[src/rtl/hitl_pkg.sv]
// ----------------------------------------------------------------------------
// hitl_pkg
// Shared types and constants of the hashed intern table: field widths, mix
// constants, result codes and the state encodings of the front and back parts.
// ----------------------------------------------------------------------------
package hitl_pkg;

    // field widths
    localparam int KEY_W    = 16;
    localparam int HANDLE_W = 32;
    localparam int SLOT_W   = 8;
    localparam int STATUS_W = 2;
    localparam int HASH_W   = 32;

    // stream data widths, padded to whole bytes
    localparam int IN_DATA_W  = 48;
    localparam int OUT_USED_W = STATUS_W + HANDLE_W + SLOT_W;
    localparam int OUT_DATA_W = 48;
    localparam int OUT_PAD_W  = OUT_DATA_W - OUT_USED_W;

    // multiply-xorshift mix
    localparam logic [HASH_W-1:0] MIX_MUL   = 32'h045d_9f3b;
    localparam int                MIX_SHIFT = 16;

    // request queue between front and back
    localparam int QUEUE_DEPTH = 2;
    localparam int QPTR_W      = $clog2(QUEUE_DEPTH);
    localparam int QCNT_W      = $clog2(QUEUE_DEPTH + 1);

    // result codes
    typedef enum logic [STATUS_W-1:0] {
        ST_HIT      = 2'd0,
        ST_INSERTED = 2'd1,
        ST_FULL     = 2'd2
    } status_t;

    // front part: hash and start slot
    typedef enum logic [2:0] {
        F_IDLE,
        F_MUL1,
        F_MUL2,
        F_RED_LO,
        F_RED_HI,
        F_RED_REM,
        F_PUSH
    } front_state_t;

    // back part: clearing pass and probe walk
    typedef enum logic [1:0] {
        B_CLEAR,
        B_IDLE,
        B_READ,
        B_CHECK
    } back_state_t;

endpackage

[src/rtl/hitl_queue.sv]
// ----------------------------------------------------------------------------
// hitl_queue
// Two-entry request queue between the hashing front and the probing back.
// ----------------------------------------------------------------------------
module hitl_queue #(
    parameter int DATA_W = 56
) (
    input  logic              clk,
    input  logic              rst_n,
    input  logic              push,
    input  logic [DATA_W-1:0] push_data,
    output logic              full,
    input  logic              pop,
    output logic              empty,
    output logic [DATA_W-1:0] pop_data
);
    import hitl_pkg::*;

    logic [DATA_W-1:0] entry_reg [QUEUE_DEPTH];
    logic [QPTR_W-1:0] wr_ptr_reg, wr_ptr_next;
    logic [QPTR_W-1:0] rd_ptr_reg, rd_ptr_next;
    logic [QCNT_W-1:0] count_reg, count_next;
    logic              do_push, do_pop;

    assign full     = (count_reg == QCNT_W'(QUEUE_DEPTH));
    assign empty    = (count_reg == '0);
    assign pop_data = entry_reg[rd_ptr_reg];
    assign do_push  = push && !full;
    assign do_pop   = pop && !empty;

    // pointer and fill count
    always_comb
    begin
        wr_ptr_next = do_push ? wr_ptr_reg + 1'b1 : wr_ptr_reg;
        rd_ptr_next = do_pop ? rd_ptr_reg + 1'b1 : rd_ptr_reg;
        count_next  = count_reg;
        if (do_push && !do_pop)
        begin
            count_next = count_reg + 1'b1;
        end
        else if (do_pop && !do_push)
        begin
            count_next = count_reg - 1'b1;
        end
    end

    always_ff @(posedge clk or negedge rst_n)
    begin
        if (!rst_n)
        begin
            wr_ptr_reg <= '0;
            rd_ptr_reg <= '0;
            count_reg  <= '0;
        end
        else
        begin
            wr_ptr_reg <= wr_ptr_next;
            rd_ptr_reg <= rd_ptr_next;
            count_reg  <= count_next;
        end
    end

    // entry storage
    always_ff @(posedge clk)
    begin
        if (do_push)
        begin
            entry_reg[wr_ptr_reg] <= push_data;
        end
    end

endmodule

[config.mk]
export PLATFORM = sky130hd
export DESIGN_NAME = hitl_queue
export DESIGN_NICKNAME = d
export VERILOG_FILES = /design/src/rtl/hitl_pkg.sv /design/src/rtl/hitl_queue.sv
export SDC_FILE = /design/constraint.sdc
export NUM_CORES = 1
export LEC_CHECK = 0
export BUFFER_PORTS_ARGS = -buffer_cell sky130_fd_sc_hd__buf_2
export CAP_MARGIN = 40
export CORE_UTILIZATION = 37
export DETAILED_ROUTE_END_ITERATION = 6
export HOLD_SLACK_MARGIN = 0.05
export PLACE_DENSITY = 0.67
export SLEW_MARGIN = 20
export SYNTH_ARGS = -nofsm -noshare
export SYNTH_HDL_FRONTEND = slang
export SYNTH_SLANG_ARGS = --single-unit
[constraint.sdc]
create_clock -name clk -period 7 [get_ports clk]
set_input_delay 1.05 -clock clk [delete_from_list [all_inputs] [get_ports clk]]
set_output_delay 1.05 -clock clk [all_outputs]
set_load 0.005 [all_outputs]
After elaboration in Yosys (flattened, before gate mapping):

Memory sizes are Yosys's and may differ from the RTL's.
Index checks and enable logic that the tools add are counted.

* mux-type cells: 4
* $add $sub $neg: 4
* reductions and logical operators: 10
* eq/ne operators: 1

Operators by type and width (number)
* $logic_and 1x1->1: 4
* $logic_not 1->1: 4
* $mux 2: 2
* $add 1x1->1 const B: 2
* $add 2x1->2 const B: 1
* $eq 2x2->1 const B: 1
* $logic_not 2->1: 1
* $mux 1: 2
* $reduce_bool 2->1: 1
* $sub 2x1->2 const B: 1

* memories kept: 1
* register bits after elaboration: 4
* input bits: 60
* memory bits (writable): 112
* output and inout port bits: 58

Memory list
* entry_reg: depth 2, width 56, rd ports 1, clocked after memory_dff 0, wr ports 1, line hitl_queue.sv:19 `logic [DATA_W-1:0] entry_reg [QUEUE_DEPTH];`

Longest topological paths before layout:

* word-level depth: 7
* gate-level depth with buffers: 7

Worst setup path before layout:

OpenSTA, ideal clock, no wires.

* kind: in2reg
* start point: input push
* end point: memory entry_reg[0][0], enable pin
* arrival time: 3.484 ns
* path slack: 3.046 ns
* stages on the path: 2
* buffers on the path: 0
* required time: 6.530 ns
* cell sequence: nand2_1 -> nor2_1

* longest elaborated chain between the ends: 3

RTL lines
* from (decl): line hitl_queue.sv:10 `input logic push,`
* $logic_and 1x1->1: line hitl_queue.sv:28 `assign do_push = push && !full;`
* $mux 1: line hitl_queue.sv:66 `if (do_push)`
* $mux 1 (not written as such): line hitl_queue.sv:68 `entry_reg[wr_ptr_reg] <= push_data;`
* to (decl): line hitl_queue.sv:19

No other way between the ends.

Worst setup path in the final report:

* start point: register rd_ptr_reg
* end point: output pop_data[24]

* longest elaborated chain between the ends: 1

RTL lines
* from (decl): line hitl_queue.sv:21 `logic [QPTR_W-1:0] rd_ptr_reg, rd_ptr_next;`
* from (signal assigned): line hitl_queue.sv:58 `rd_ptr_reg <= rd_ptr_next;`
* $mem_v2 2x56
* to (decl): line hitl_queue.sv:15 `output logic [DATA_W-1:0] pop_data`

No other way between the ends.

==> results.toml <==
[critical_path]
setup.worst_path.class = "flip-flop to output pin"
path_buf_inv = 2
crit_path_max_fanout = 31
crit_family = "flip-flops"
rrSetupSlack_ps = 5130
cp.arrival_ps = 1920
critical-path-slowest-cell = "dfrtp_4"
reg2reg_depth = 4
path_cells = "buf_12 > mux2_2 > buf_2"
start_kind = "flip-flop"
r2r_start = "count_reg[0]"
crit_required_ps = 5950
r2r_end = "entry_reg[0][15]"
cp-end-kind = "output pin"
critical_path.max_stage_delay_ps = 710

[clock_tree]
clk_pin_slew_worst_paths_ps = 50
postCtsSetupBuffers = 0
cts_buffers = 17
clockBufferDepth = 2
clockRootBuffer = "clkbuf_16"
cts_hold_buf = 0
cts_tree = "done"
htreeDepth = 4
post_cts_resized = 0
clk_latency_ps = 400
clkSinkCount = 116

[timing]
drv_slew = 0
rsz0062_at_grt = "no"
worst_pin_slew_ps = 766
tns_ps = 0
fin_skew_ps = 3.35
fmax_mhz = 337
setup_viol = 0
post-route-min-period_ps = 2970
period_share = 0.424
maxSlewHeadroom = 0.490
worst_slack_ps = 4030
hold_viol = 0

[detailed_routing]
wire_per_inst_um = 14.9
firstDrtPassIters = 4
vias = 2183
drt-total-wl_mm = 7.20
final_antenna_net_count = 0
routed_via_density = 4.53
drt_iter0_drc = 67
drc_errors = 0

[die]
fp.dieW_um = 111
fp.dieH_um = 111
placementRows = 39
initial_utilization = 0.380
ios = 118
core_area_um2 = 11500
die_area_um2 = 12200

[final_layout]
instances_no_fill = 482
finalNetCount = 387
fin_util = 0.493
area_delta_synth_final_pct = 29.8
drive_gt1_frac = 0.602
largest_reg_flops = 112
nFillCells = 943
diodes = 0

[global_route]
grt_pass1_wl_mm = 11.4
antenna_found_initial = 0
grt_pass1_vias = 2363
grt_max_degree = 57
grt_overflow = 0
grt_use_total = 0.127

[synth]
avgSynthCellArea_um2 = 22.6
netlist_area_um2 = 4360
ys_seq_area_frac = 0.795
synthDistinctLibCells = 15
synth_edf_count = 112
synth-seq-cells = 116
syn_inst = 193
synth_most_common_cell = "edfxtp_1"
synthFlopType = "edfxtp_1"
async_flop_share = 0.0345
ys_top_cells_by_count = "edfxtp_1, mux2_4, mux2_2"
yosys_warnings = 0
syn-num-nets = 254
synth.top_cell.area_share = 0.772
yosys-top-cells-area = "edfxtp_1, mux2_4, mux2_2, dfrtp_1, buf_6"
synth_top_area_cell = "edfxtp_1"

[status]
outcome = "complete, no violations"

[placed_design]
dpl.cell_count = 450
port_buffers = 117
place_ws_ps = 4400
gp_congestion = 0.639

[pwr]
power_frac_comb = 0.251
seqPwrFrac = 0.427
p_int_mw = 1.81
p_leak_nw = 2.24
switching_share = 0.255
ir_worst_vdd_v = 0.000412
p_per_area_nw_per_um2 = 429
clkPwrFrac = 0.322
switchingPower_mw = 0.618

[worst_hold_path]
hp-class = "input pin to asynchronous set/reset pin"

[flow_run]
maxCapViolCount = 0
metal layers:
metal | GRT usage | vias to the layer above | wire [µm]
met4 | 0.0684 | 0 | 126
li1 | - | 1026 | -
met3 | 0.0653 | 12 | 477
met2 | 0.204 | 74 | 3620
met5 | 0 | - | 0
met1 | 0.135 | 1071 | 2970
power by group through the flow:
| stage | registers, mW | clock network [mW] | logic [mW] |
|---|---|---|---|
| after detailed placement | 1.05 | 0 | 0.624 |
| after CTS | 1.04 | 0.802 | 0.627 |
| after global placement | 1.09 | 0 | 0.569 |
| after floorplan | 1.01 | 0 | 0.436 |
| after global routing | 1.05 | 0.835 | 0.666 |
| final | 1.04 | 0.782 | 0.611 |
placed cells by master (no fill, tap or decap):
master	instances
buf_2	117
edfxtp_1	112
mux2_4	30
mux2_2	26
clkbuf_16	17
clkbuf_1	6
clkinv_2	4
xnor2_1	3
clkbuf_8	3
dfrtp_1	3
inv_1	2
nor2_1	2
xor2_1	2
buf_4	2
nand2b_1	1
nand2_1	1
o21ai_0	1
and3_2	1
nor2_4	1
ha_1	1
bufinv_16	1
clkinv_1	1
buf_12	1
dfrtp_4	1
cells by family (layout without fill, tap and decap cells):
logic type      count (synthesis)  count (layout)  synth area share
buf+inv                         8             154            0.0144
compound gates                  1               1           0.00115
simple gates                    6               6           0.00632
mux                            56              56             0.171
flops                         116             116             0.795
fa+ha+maj                       1               1           0.00287
xor+xnor                        5               5            0.0101
through the flow:
| stage | hold WS [ps] | instance area (µm²) | total power [mW] |
|---|---|---|---|
| 4_1_cts | 430 | 5660 | 2.47 |
| 5_1_grt | 432 | 5660 | 2.55 |
| 2_1_floorplan | 461 | 4360 | 1.44 |
| 3_5_place_dp | 544 | 5110 | 1.68 |
| 3_3_place_gp | 496 | 5090 | 1.65 |
| 6_report | 452 | 5660 | 2.43 |
worst reg2reg max path: stages, from the launching register on:
cell	delay, ps
dfrtp_1	430
nand2b_1	180
nand2_1	150
nor2_4	100
buf_4	610
cell type report:
class / instances / area [µm²] / area share
flip-flops and latches: 116 / 3470 / 0.613
multi-input cells: 69 / 841 / 0.149
repair buffers: 120 / 621 / 0.110
clock buffers: 26 / 489 / 0.0865
well taps: 143 / 179 / 0.0316
clock inverters: 6 / 53.8 / 0.00951
inverters: 2 / 7.51 / 0.00133
worst max-delay path by stage:
stage | start | end | slack [ps] | depth (start not counted)
after CTS | rd_ptr_reg | pop_data[25] | 3960 | 3
after global routing | rd_ptr_reg | pop_data[25] | 3940 | 3
after global placement | rd_ptr_reg | pop_data[25] | 4320 | 2
final | rd_ptr_reg | pop_data[24] | 4030 | 3
after floorplan | push | entry_reg[0][0] | 3050 | 2
after detailed placement | rd_ptr_reg | pop_data[25] | 4400 | 3
(Power assumes the default switching activity.)
