==> src/rtl/hitl_pkg.sv <==
// ----------------------------------------------------------------------------
// hitl_pkg
// Shared types and constants of the hashed intern table: field widths, mix
// constants, result codes and the state encodings of the front and back parts.
// ----------------------------------------------------------------------------
package hitl_pkg;

    // field widths
    localparam int KEY_W    = 16;
    localparam int HANDLE_W = 32;
    localparam int SLOT_W   = 8;
    localparam int STATUS_W = 2;
    localparam int HASH_W   = 32;

    // stream data widths, padded to whole bytes
    localparam int IN_DATA_W  = 48;
    localparam int OUT_USED_W = STATUS_W + HANDLE_W + SLOT_W;
    localparam int OUT_DATA_W = 48;
    localparam int OUT_PAD_W  = OUT_DATA_W - OUT_USED_W;

    // multiply-xorshift mix
    localparam logic [HASH_W-1:0] MIX_MUL   = 32'h045d_9f3b;
    localparam int                MIX_SHIFT = 16;

    // request queue between front and back
    localparam int QUEUE_DEPTH = 2;
    localparam int QPTR_W      = $clog2(QUEUE_DEPTH);
    localparam int QCNT_W      = $clog2(QUEUE_DEPTH + 1);

    // result codes
    typedef enum logic [STATUS_W-1:0] {
        ST_HIT      = 2'd0,
        ST_INSERTED = 2'd1,
        ST_FULL     = 2'd2
    } status_t;

    // front part: hash and start slot
    typedef enum logic [2:0] {
        F_IDLE,
        F_MUL1,
        F_MUL2,
        F_RED_LO,
        F_RED_HI,
        F_RED_REM,
        F_PUSH
    } front_state_t;

    // back part: clearing pass and probe walk
    typedef enum logic [1:0] {
        B_CLEAR,
        B_IDLE,
        B_READ,
        B_CHECK
    } back_state_t;

endpackage

==> src/rtl/hitl_front.sv <==
// ----------------------------------------------------------------------------
// hitl_front
// Accepts a request, mixes its key with two shared-multiplier rounds and
// reduces the hash to a start slot by reciprocal multiplication (low product,
// high product and quotient, remainder), then queues it.
// ----------------------------------------------------------------------------
module hitl_front #(
    parameter int TABLE_SIZE = 256,
    parameter int IDX_W      = 8
) (
    input  logic                          clk,
    input  logic                          rst_n,
    input  logic                          enable,
    input  logic                          in_valid,
    output logic                          in_ready,
    input  logic [hitl_pkg::KEY_W-1:0]    in_key,
    input  logic [hitl_pkg::HANDLE_W-1:0] in_handle,
    output logic                          push,
    input  logic                          q_full,
    output logic [hitl_pkg::KEY_W-1:0]    out_key,
    output logic [hitl_pkg::HANDLE_W-1:0] out_handle,
    output logic [IDX_W-1:0]              out_start
);
    import hitl_pkg::*;

    // reciprocal of the table size, split into a low and a high part
    localparam int LO_W  = 16;
    localparam int HI_W  = 17;
    localparam int PLO_W = HASH_W + LO_W;
    localparam int PHI_W = HASH_W + HI_W;
    localparam int ACC_W = PHI_W + LO_W;
    localparam int Q_SH  = HASH_W + IDX_W;
    localparam longint unsigned RECIP =
        ((64'd1 << Q_SH) + 64'(TABLE_SIZE) - 64'd1) / 64'(TABLE_SIZE);
    localparam logic [LO_W-1:0]   RECIP_LO = LO_W'(RECIP);
    localparam logic [HI_W-1:0]   RECIP_HI = HI_W'(RECIP >> LO_W);
    localparam logic [HASH_W-1:0] TS_H     = HASH_W'(TABLE_SIZE);

    front_state_t          state_reg, state_next;
    logic [KEY_W-1:0]      key_reg, key_next;
    logic [HANDLE_W-1:0]   handle_reg, handle_next;
    logic [HASH_W-1:0]     x_reg, x_next;
    logic [IDX_W-1:0]      rem_reg, rem_next;
    logic [PLO_W-1:0]      plo_reg, plo_next;
    logic [HASH_W-1:0]     q_reg, q_next;
    logic [HASH_W-1:0]     mul_a, mul_p;
    logic [PLO_W-1:0]      plo_prod;
    logic [PHI_W-1:0]      phi_prod;
    logic [ACC_W-1:0]      acc;
    logic [HASH_W-1:0]     qd, diff;

    // one shared multiplier for both mix rounds
    assign mul_a = (state_reg == F_MUL1) ? HASH_W'(key_reg)
                                         : ((x_reg >> MIX_SHIFT) ^ x_reg);
    assign mul_p = mul_a * MIX_MUL;

    // quotient by reciprocal, then remainder
    assign plo_prod = {{LO_W{1'b0}}, x_reg} * {{HASH_W{1'b0}}, RECIP_LO};
    assign phi_prod = {{HI_W{1'b0}}, x_reg} * {{HASH_W{1'b0}}, RECIP_HI};
    assign acc      = {phi_prod, {LO_W{1'b0}}} + {{(ACC_W-PLO_W){1'b0}}, plo_reg};
    assign qd       = q_reg * TS_H;
    assign diff     = x_reg - qd;

    assign out_key    = key_reg;
    assign out_handle = handle_reg;
    assign out_start  = rem_reg;

    // state register
    always_ff @(posedge clk or negedge rst_n)
    begin
        if (!rst_n)
        begin
            state_reg <= F_IDLE;
        end
        else
        begin
            state_reg <= state_next;
        end
    end

    // payload registers
    always_ff @(posedge clk)
    begin
        key_reg    <= key_next;
        handle_reg <= handle_next;
        x_reg      <= x_next;
        rem_reg    <= rem_next;
        plo_reg    <= plo_next;
        q_reg      <= q_next;
    end

    // next state, hash rounds and reduction to the start slot
    always_comb
    begin
        state_next  = state_reg;
        key_next    = key_reg;
        handle_next = handle_reg;
        x_next      = x_reg;
        rem_next    = rem_reg;
        plo_next    = plo_reg;
        q_next      = q_reg;
        in_ready    = 1'b0;
        push        = 1'b0;
        case (state_reg)
            F_IDLE:
            begin
                in_ready = enable;
                if (in_valid && enable)
                begin
                    key_next    = in_key;
                    handle_next = in_handle;
                    state_next  = F_MUL1;
                end
            end
            F_MUL1:
            begin
                x_next     = mul_p;
                state_next = F_MUL2;
            end
            F_MUL2:
            begin
                x_next     = (mul_p >> MIX_SHIFT) ^ mul_p;
                state_next = F_RED_LO;
            end
            F_RED_LO:
            begin
                plo_next   = plo_prod;
                state_next = F_RED_HI;
            end
            F_RED_HI:
            begin
                q_next     = HASH_W'(acc >> Q_SH);
                state_next = F_RED_REM;
            end
            F_RED_REM:
            begin
                rem_next   = diff[IDX_W-1:0];
                state_next = F_PUSH;
            end
            F_PUSH:
            begin
                push = !q_full;
                if (!q_full)
                begin
                    state_next = F_IDLE;
                end
            end
            default:
            begin
                state_next = F_IDLE;
            end
        endcase
    end

endmodule

==> config.mk <==
export PLATFORM = sky130hd
export DESIGN_NAME = hitl_front
export DESIGN_NICKNAME = d
export VERILOG_FILES = /design/src/rtl/hitl_pkg.sv /design/src/rtl/hitl_front.sv
export SDC_FILE = /design/constraint.sdc
export NUM_CORES = 1
export LEC_CHECK = 0
export BUFFER_PORTS_ARGS = -buffer_cell sky130_fd_sc_hd__buf_2
export CORE_ASPECT_RATIO = 0.5
export CORE_MARGIN = 5
export CORE_UTILIZATION = 40
export DETAILED_ROUTE_END_ITERATION = 10
export GPL_ROUTABILITY_DRIVEN = 0
export PLACE_DENSITY = 0.59
export SYNTH_ARGS = -nofsm -noshare
export SYNTH_HDL_FRONTEND = slang
export SYNTH_SLANG_ARGS = --single-unit
==> constraint.sdc <==
create_clock -name clk -period 8.44 [get_ports clk]
set_input_delay 1.688 -clock clk [delete_from_list [all_inputs] [get_ports clk]]
set_output_delay 1.688 -clock clk [all_outputs]
set_load 0.05 [all_outputs]
* After elaboration in Yosys (flattened, before gate mapping)
Index checks and enable logic that the tools add are counted.
Operators by class: add/subtract/negate cells 1, multiply operators 1, divide/modulo/power cells 0, $lt $le $gt $ge 0, equal/unequal tests 8, shift operators 0, multiplexer cells 7, bitwise logic cells 2, reduce and logical (&&, ||, !) cells 6
Operators with widths (number):
- 32-bit case mux with 2 select lines | 1
- 16-bit by 32-bit bitwise XOR with 32-bit output | 2
- 32-bit by 27-bit multiplier with 32-bit output, second input constant | 1
- 32-bit 2-to-1 mux | 1
- 3-bit case mux with 7 select lines | 1
- 3-bit equality test, second input constant | 3
- 8-bit by 1-bit subtractor with 8-bit output, second input constant | 1
- 3-bit by 2-bit equality test with 1-bit output, second input constant | 2
- 3-bit 2-to-1 mux | 2
- 2-bit != test, second input constant | 2
- 2-bit AND reduction | 2
- 3-bit by 1-bit equality test with 1-bit output, second input constant | 1
- 3-bit zero test | 1
- 1-bit 2-to-1 mux | 2
- 2-bit nonzero test | 1
- 1-bit logical AND | 1
- 1-bit zero test | 1
Storage, ports and cells: register bits 91, bits in latches 0, memory bits (writable) 0, memory bits (read-only) 0, memories 0

* Longest topological paths before layout
Gate-level depths: netlist of run 1.
word-level depth 5, depth in mapped cells 31, mapped depth without buffers 29

* Least setup slack after synthesis of run 1
Ideal clock, no wire load.
path type flip-flop to flip-flop, from register state_reg[1], to register x_reg[15], data pin, setup time 258 ps, arrival time 7062 ps, required time 8182 ps, path slack 1121 ps, cell stages (with the launch flop) 31, cell sequence dfrtp_1 nand2b_1 nor2_1 clkbuf_1 clkbuf_1 nand2_1 o21ai_0 inv_1 fa_1 inv_1 ha_1 fa_1 fa_1 inv_1 fa_1 inv_1 fa_1 inv_1 fa_1 inv_1 ha_1 nand3_1 nor4_1 a22oi_1 a31oi_2 a21oi_2 o221ai_2 a21oi_1 xnor2_1 nand2_1 xnor2_1
Between the ends: longest elaborated chain between the ends 5, elaborated cells between the ends (all ways) 6, those cells by class mul (1); eq/ne (2); mux (2); bitwise (1)
RTL lines:
- start: declaration | line hitl_front.sv:39 | front_state_t state_reg, state_next;
- start signal: assignment | line hitl_front.sv:77 | state_reg <= state_next;
- 3-bit by 1-bit equality test with 1-bit output | line hitl_front.sv:53 | assign mul_a = (state_reg == F_MUL1) ? HASH_W'(key_reg)
- 32-bit 2-to-1 mux | line hitl_front.sv:53
- 32-bit by 27-bit multiplier with 32-bit output | line hitl_front.sv:55 | assign mul_p = mul_a * MIX_MUL;
- net mul_p[31] | line hitl_front.sv:46 | logic [HASH_W-1:0] mul_a, mul_p;
- 16-bit by 32-bit bitwise XOR with 32-bit output | line hitl_front.sv:122 | x_next = (mul_p >> MIX_SHIFT) ^ mul_p;
- 32-bit case mux with 2 select lines | line hitl_front.sv:104 | case (state_reg)
- net x_next[15] | line hitl_front.sv:42 | logic [HASH_W-1:0] x_reg, x_next;
- end signal: assignment | line hitl_front.sv:86 | x_reg <= x_next;
- end: declaration | line hitl_front.sv:42
The timed path passes the listed nets, and every way through them passes these cells. A chain may end at the register's enable or synchronous reset.

* Worst setup path after layout of run 1
from register state_reg[1], to register x_reg[14], data pin
Between the ends: longest elaborated chain between the ends 5, elaborated cells between the ends (all ways) 6, those cells by class mul (1); eq/ne (2); mux (2); bitwise (1)
RTL lines (line):
- 3-bit by 1-bit equality test with 1-bit output | hitl_front.sv:53, hitl_front.sv:104
- 32-bit 2-to-1 mux | hitl_front.sv:53
- 32-bit by 27-bit multiplier with 32-bit output | hitl_front.sv:55
- 16-bit by 32-bit bitwise XOR with 32-bit output | hitl_front.sv:122
- 32-bit case mux with 2 select lines (*) | hitl_front.sv:104
- net x_next[14] | hitl_front.sv:42
The timed path passes the listed nets; every way through them passes the cells marked *.

==> metrics.txt, run 1 <==
status=finished, final reports clean; cell count after placement=1764; Antenna Cells=0; post-synth top area share=0.3361; fmax=126.9 MHz; largest net degree at the start of global routing=49; Die X=262.4 um; Nets=1771; die area=35750 um2; CTS sink cnt=91; DRT Pass-1 Iters=5; Max Slew Vio Count=0; placed cell areas=13900 um2; core footprint=31540 um2; synth top area cells=fa_1 (34%), edfxtp_1 (21%), ha_1 (16%), inv_1 (12%), xnor2_1 (5.4%); headroom to the max-slew limit=0.2322; Critical Path RT=8.52 ns; initial antenna violation count=0; num rows=46; post-synth top area cell=fa_1; crit path time final=7.880 ns; sequential element share of the synthesized area=0.2132; post-CTS sizing=0; top cells by count, synth=inv_1 (420), fa_1 (214), ha_1 (161), edfxtp_1 (88), xnor2_1 (79); layout cell share with drive strength beyond 1=0.1150; EDFF count, synth=88; total grt overflow=0; Final setup viols=0; number of global-route vias before repair=9279; GRT Resource Usage Total=0.1983; Clock Skew=0.007134 ns; Clk pin slew, worst setup/hold paths=0.07 ns; CTS tree=done; WS Path Type=reg -> reg; CTS Buf Count=9; final hold violations=0; I/O pin count=111; Fill cells=3058; Synthesized Nets=1646; crit share post-route=0.9337; vias per std cell=4.729; Hold WS=0.4769 ns; DRC Markers=0; 1st-iter DRT viols=527; Synth async-reset ratio=0.03297; Max clock buf depth=2; final WL=34.25 mm; Slew @ Worst Pin=1.152 ns; Avg Inst Size Synth=10.46 um2; Synth Register Bits=91; clk root buf=clkbuf_16; cells after synthesis=1218; Slowest cell on crit path=o21ai_0; Yosys warning total=0; first-pass GRT wire length=53.83 mm; max_cap viols=0; final antenna-violating net count=0; WP buf/inv=5; CP max FO=14; I/O Buffers=110; hold buffers post-CTS=0; Worst Hold Class=reg -> reg; Finished Layout Cells=1780; CP Launch Type=flip-flop; RSZ-0062 raised after global routing=false; worst skew pair latency=0.34 ns; WL/cell=19.24 um; Starting Density=0.4041; Arrival @ worst endpoint=7.96 ns; postcts setup bufs=0; setup_tns=0 ns; most frequent cell on the critical path=inv_1; crit-path max cell delay=0.84 ns; Synth Cell Area=12740 um2; top-count cell post-synth=inv_1; via count=8417; top_reg_cell synth=edfxtp_1; CP Capture Type=flip-flop; htree depth=3; family with the most delay on the worst path=adder cells; hpwl dp=30.98 mm; Area Overhead vs Synth=11.29%; design area=14180 um2; post-synth cell types=51; Die Ht=136.2 um
cell usage in the layout, fill, tap and decap left out, drive strengths merged, types with 20 or more instances in the layout:
| cell type | count |
|---|---|
| inv | 420 |
| fa | 214 |
| ha | 161 |
| buf | 124 |
| edfxtp | 88 |
| xnor2 | 80 |
| nand2 | 65 |
| o21ai | 30 |
| a21oi | 25 |
| nor2 | 20 |
metal layers:
metal,vias to the layer above,global-route usage,share of wire
met5,-,0,0
met4,0,0.02756,0.011
met3,26,0.05750,0.088
met2,292,0.3197,0.45
met1,4198,0.2757,0.45
li1,3901,-,-
through the flow:
step                      setup slack, ns    util
after detailed placement           0.6378  0.4407
after CTS                          0.5637  0.4497
after floorplan                     1.121       -
after global placement             0.6785  0.4407
after global routing               0.1237  0.4497
final                              0.5597  0.4497
final timing paths:
check | to | startpoint | slack, ns | depth (start not counted)
max | x_reg[14] | state_reg[1] | 0.56 | 26
min | out_start[0] | x_reg[0] | 0.48 | 0
max reg2reg | x_reg[14] | state_reg[1] | 0.56 | 26
min reg2reg | out_start[0] | x_reg[0] | 0.48 | 0
max in group asynchronous | state_reg[1] | rst_n | 7.19 | 1
min in group asynchronous | state_reg[0] | rst_n | 1.13 | 1
kinds of logic after synthesis:
group / count (synthesis) / share of synthesized area
buffers and inverters: 430 / 0.1273
multiplexers: 2 / 0.001571
flip-flops: 91 / 0.2132
AO/OA/AOI/OAI: 98 / 0.05223
XOR/XNOR: 93 / 0.06450
adder cells (fa/ha/maj): 375 / 0.4942
AND/OR/NAND/NOR: 129 / 0.04693
layout make-up:
class                      instances  area, um2  share of cell area
clock buffer                      10      229.0             0.01614
inverter                         420       1577              0.1112
multi-input combinational        697       8408              0.5928
clock inverter                     6      56.30            0.003970
tap                              432      540.5             0.03811
sequential                        91       2718              0.1916
timing repair buffer             124      655.6             0.04622
Power of run 1 is left out: the tool's default activity adds up to more than one toggle a clock period on the data nets, which glitch-free logic cannot reach.
==> run 2: changes to the inputs <==
--- a/config.mk
+++ b/config.mk
@@ -11,7 +11,7 @@
 export CORE_UTILIZATION = 40
 export DETAILED_ROUTE_END_ITERATION = 10
 export GPL_ROUTABILITY_DRIVEN = 0
-export PLACE_DENSITY = 0.59
+export PLACE_DENSITY = 0.68
 export SYNTH_ARGS = -nofsm -noshare
 export SYNTH_HDL_FRONTEND = slang
 export SYNTH_SLANG_ARGS = --single-unit
==> run 2 against run 1 <==
Via count rose by 0.57%. Clock skew rose by 0.0050 ns. Critical path depth rose by 4.
==> metrics.txt, run 2 (same netlist as run 1, synthesis figures left out) <==
DRT Pass-1 Iters=5; Met3 Wirelength=2.805 mm; Arrival @ worst endpoint=8.06 ns; Slew @ Worst Pin=1.134 ns; I/O Buffers=110; crit share post-route=0.9431; clk root buf=clkbuf_16; Clock Skew=0.01210 ns; num rows=46; Die Ht=136.2 um; Final setup viols=0; most frequent cells in the layout=inv_1 (420), fa_1 (214), ha_1 (161); WL met1=14.91 mm; DR WL met2=14.97 mm; Slowest cell on crit path=fa_1; Die X=262.4 um; most frequent cell on the critical path=inv_1; vias per std cell=4.764; CTS tree=done; fmax=125.6 MHz; RSZ-0062 raised after global routing=false; hold buffers post-CTS=0; via count=8465; Clk pin slew, worst setup/hold paths=0.07 ns; first-pass GRT wire length=51.81 mm; Critical Path RT=8.54 ns; die area=35750 um2; Antenna Cells=0; number of global-route vias before repair=8995; commonest non-fill, non-tap cell in the layout=inv_1; GRT Resource Usage Total=0.1906; htree depth=3; Area Overhead vs Synth=11.24%; Worst Hold Class=reg -> reg; CP Capture Type=flip-flop; crit-path max cell delay=0.56 ns; final WL=33.04 mm; post-CTS sizing=0; largest net degree at the start of global routing=49; Top Layer Used=met4; CTS Buf Count=9; postcts setup bufs=0; core footprint=31540 um2; layout cell share with drive strength beyond 1=0.1160; status=finished, final reports clean; Max Slew Vio Count=0; Starting Density=0.4041; headroom to the max-slew limit=0.2438; 1st-iter DRT viols=747; Nets=1768; max_cap viols=0; setup_tns=0 ns; CTS sink cnt=91; CP max FO=9; I/O pin count=111; Max clock buf depth=2; Worst R2R Setup Slack=0.48 ns; WL/cell=18.59 um; final hold violations=0; initial antenna violation count=1; crit path time final=7.960 ns; final antenna-violating net count=0; hpwl dp=29.53 mm; worst skew pair latency=0.35 ns; CP Launch Type=flip-flop; WS Path Type=reg -> reg; DRC Markers=0; total grt overflow=0
[run 2: worst max-delay path, delay by kind of cell (launching register included)]
family / cells / cell delay [ns]
adder cells (fa/ha/maj): 8 / 3.23
AND/OR/NAND/NOR: 7 / 1.50
AO/OA/AOI/OAI: 6 / 1.10
buffers and inverters: 6 / 0.83
XOR/XNOR: 3 / 0.57
flip-flops: 1 / 0.45
[run 2: path summary, 6_finish.rpt]
check                        startpoint           end  cells after the start
setup / recovery           state_reg[1]     x_reg[15]                     30
setup reg to reg           state_reg[1]     x_reg[15]                     30
max in group asynchronous         rst_n  state_reg[2]                      1
min in group asynchronous         rst_n  state_reg[0]                      1
hold / removal                 x_reg[6]  out_start[6]                      0
hold reg to reg                x_reg[6]  out_start[6]                      0
[run 2: through the flow]
step	hold WS, ns	setup slack (ns)	util	instances	instance area (um2)
3_5_place_dp	0.4674	0.6523	0.4399	1761	13880
3_3_place_gp	0.4618	0.7034	0.4399	1761	13880
6_report	0.4875	0.4803	0.4495	1777	14180
4_1_cts	0.4915	0.6061	0.4495	1777	14180
5_1_grt	0.5075	0.1600	0.4495	1777	14180
2_1_floorplan	0.4487	1.121	-	1218	12740
[run 2: layout make-up]
class,count,area (um2)
well taps,432,540.5
multi-input cells,697,8408
clock buffers,9,225.2
repair buffers,121,633.1
clock inverters,7,76.32
fillers,3036,17360
flip-flops and latches,91,2718
inverters,420,1577
[run 2: metal layers]
metal / GRT usage / up-vias
met5: 0 / -
met4: 0.03133 / 0
met3: 0.03707 / 31
met2: 0.3067 / 317
met1: 0.2755 / 4212
li1: - / 3905
Power of run 2 is left out for the same reason.
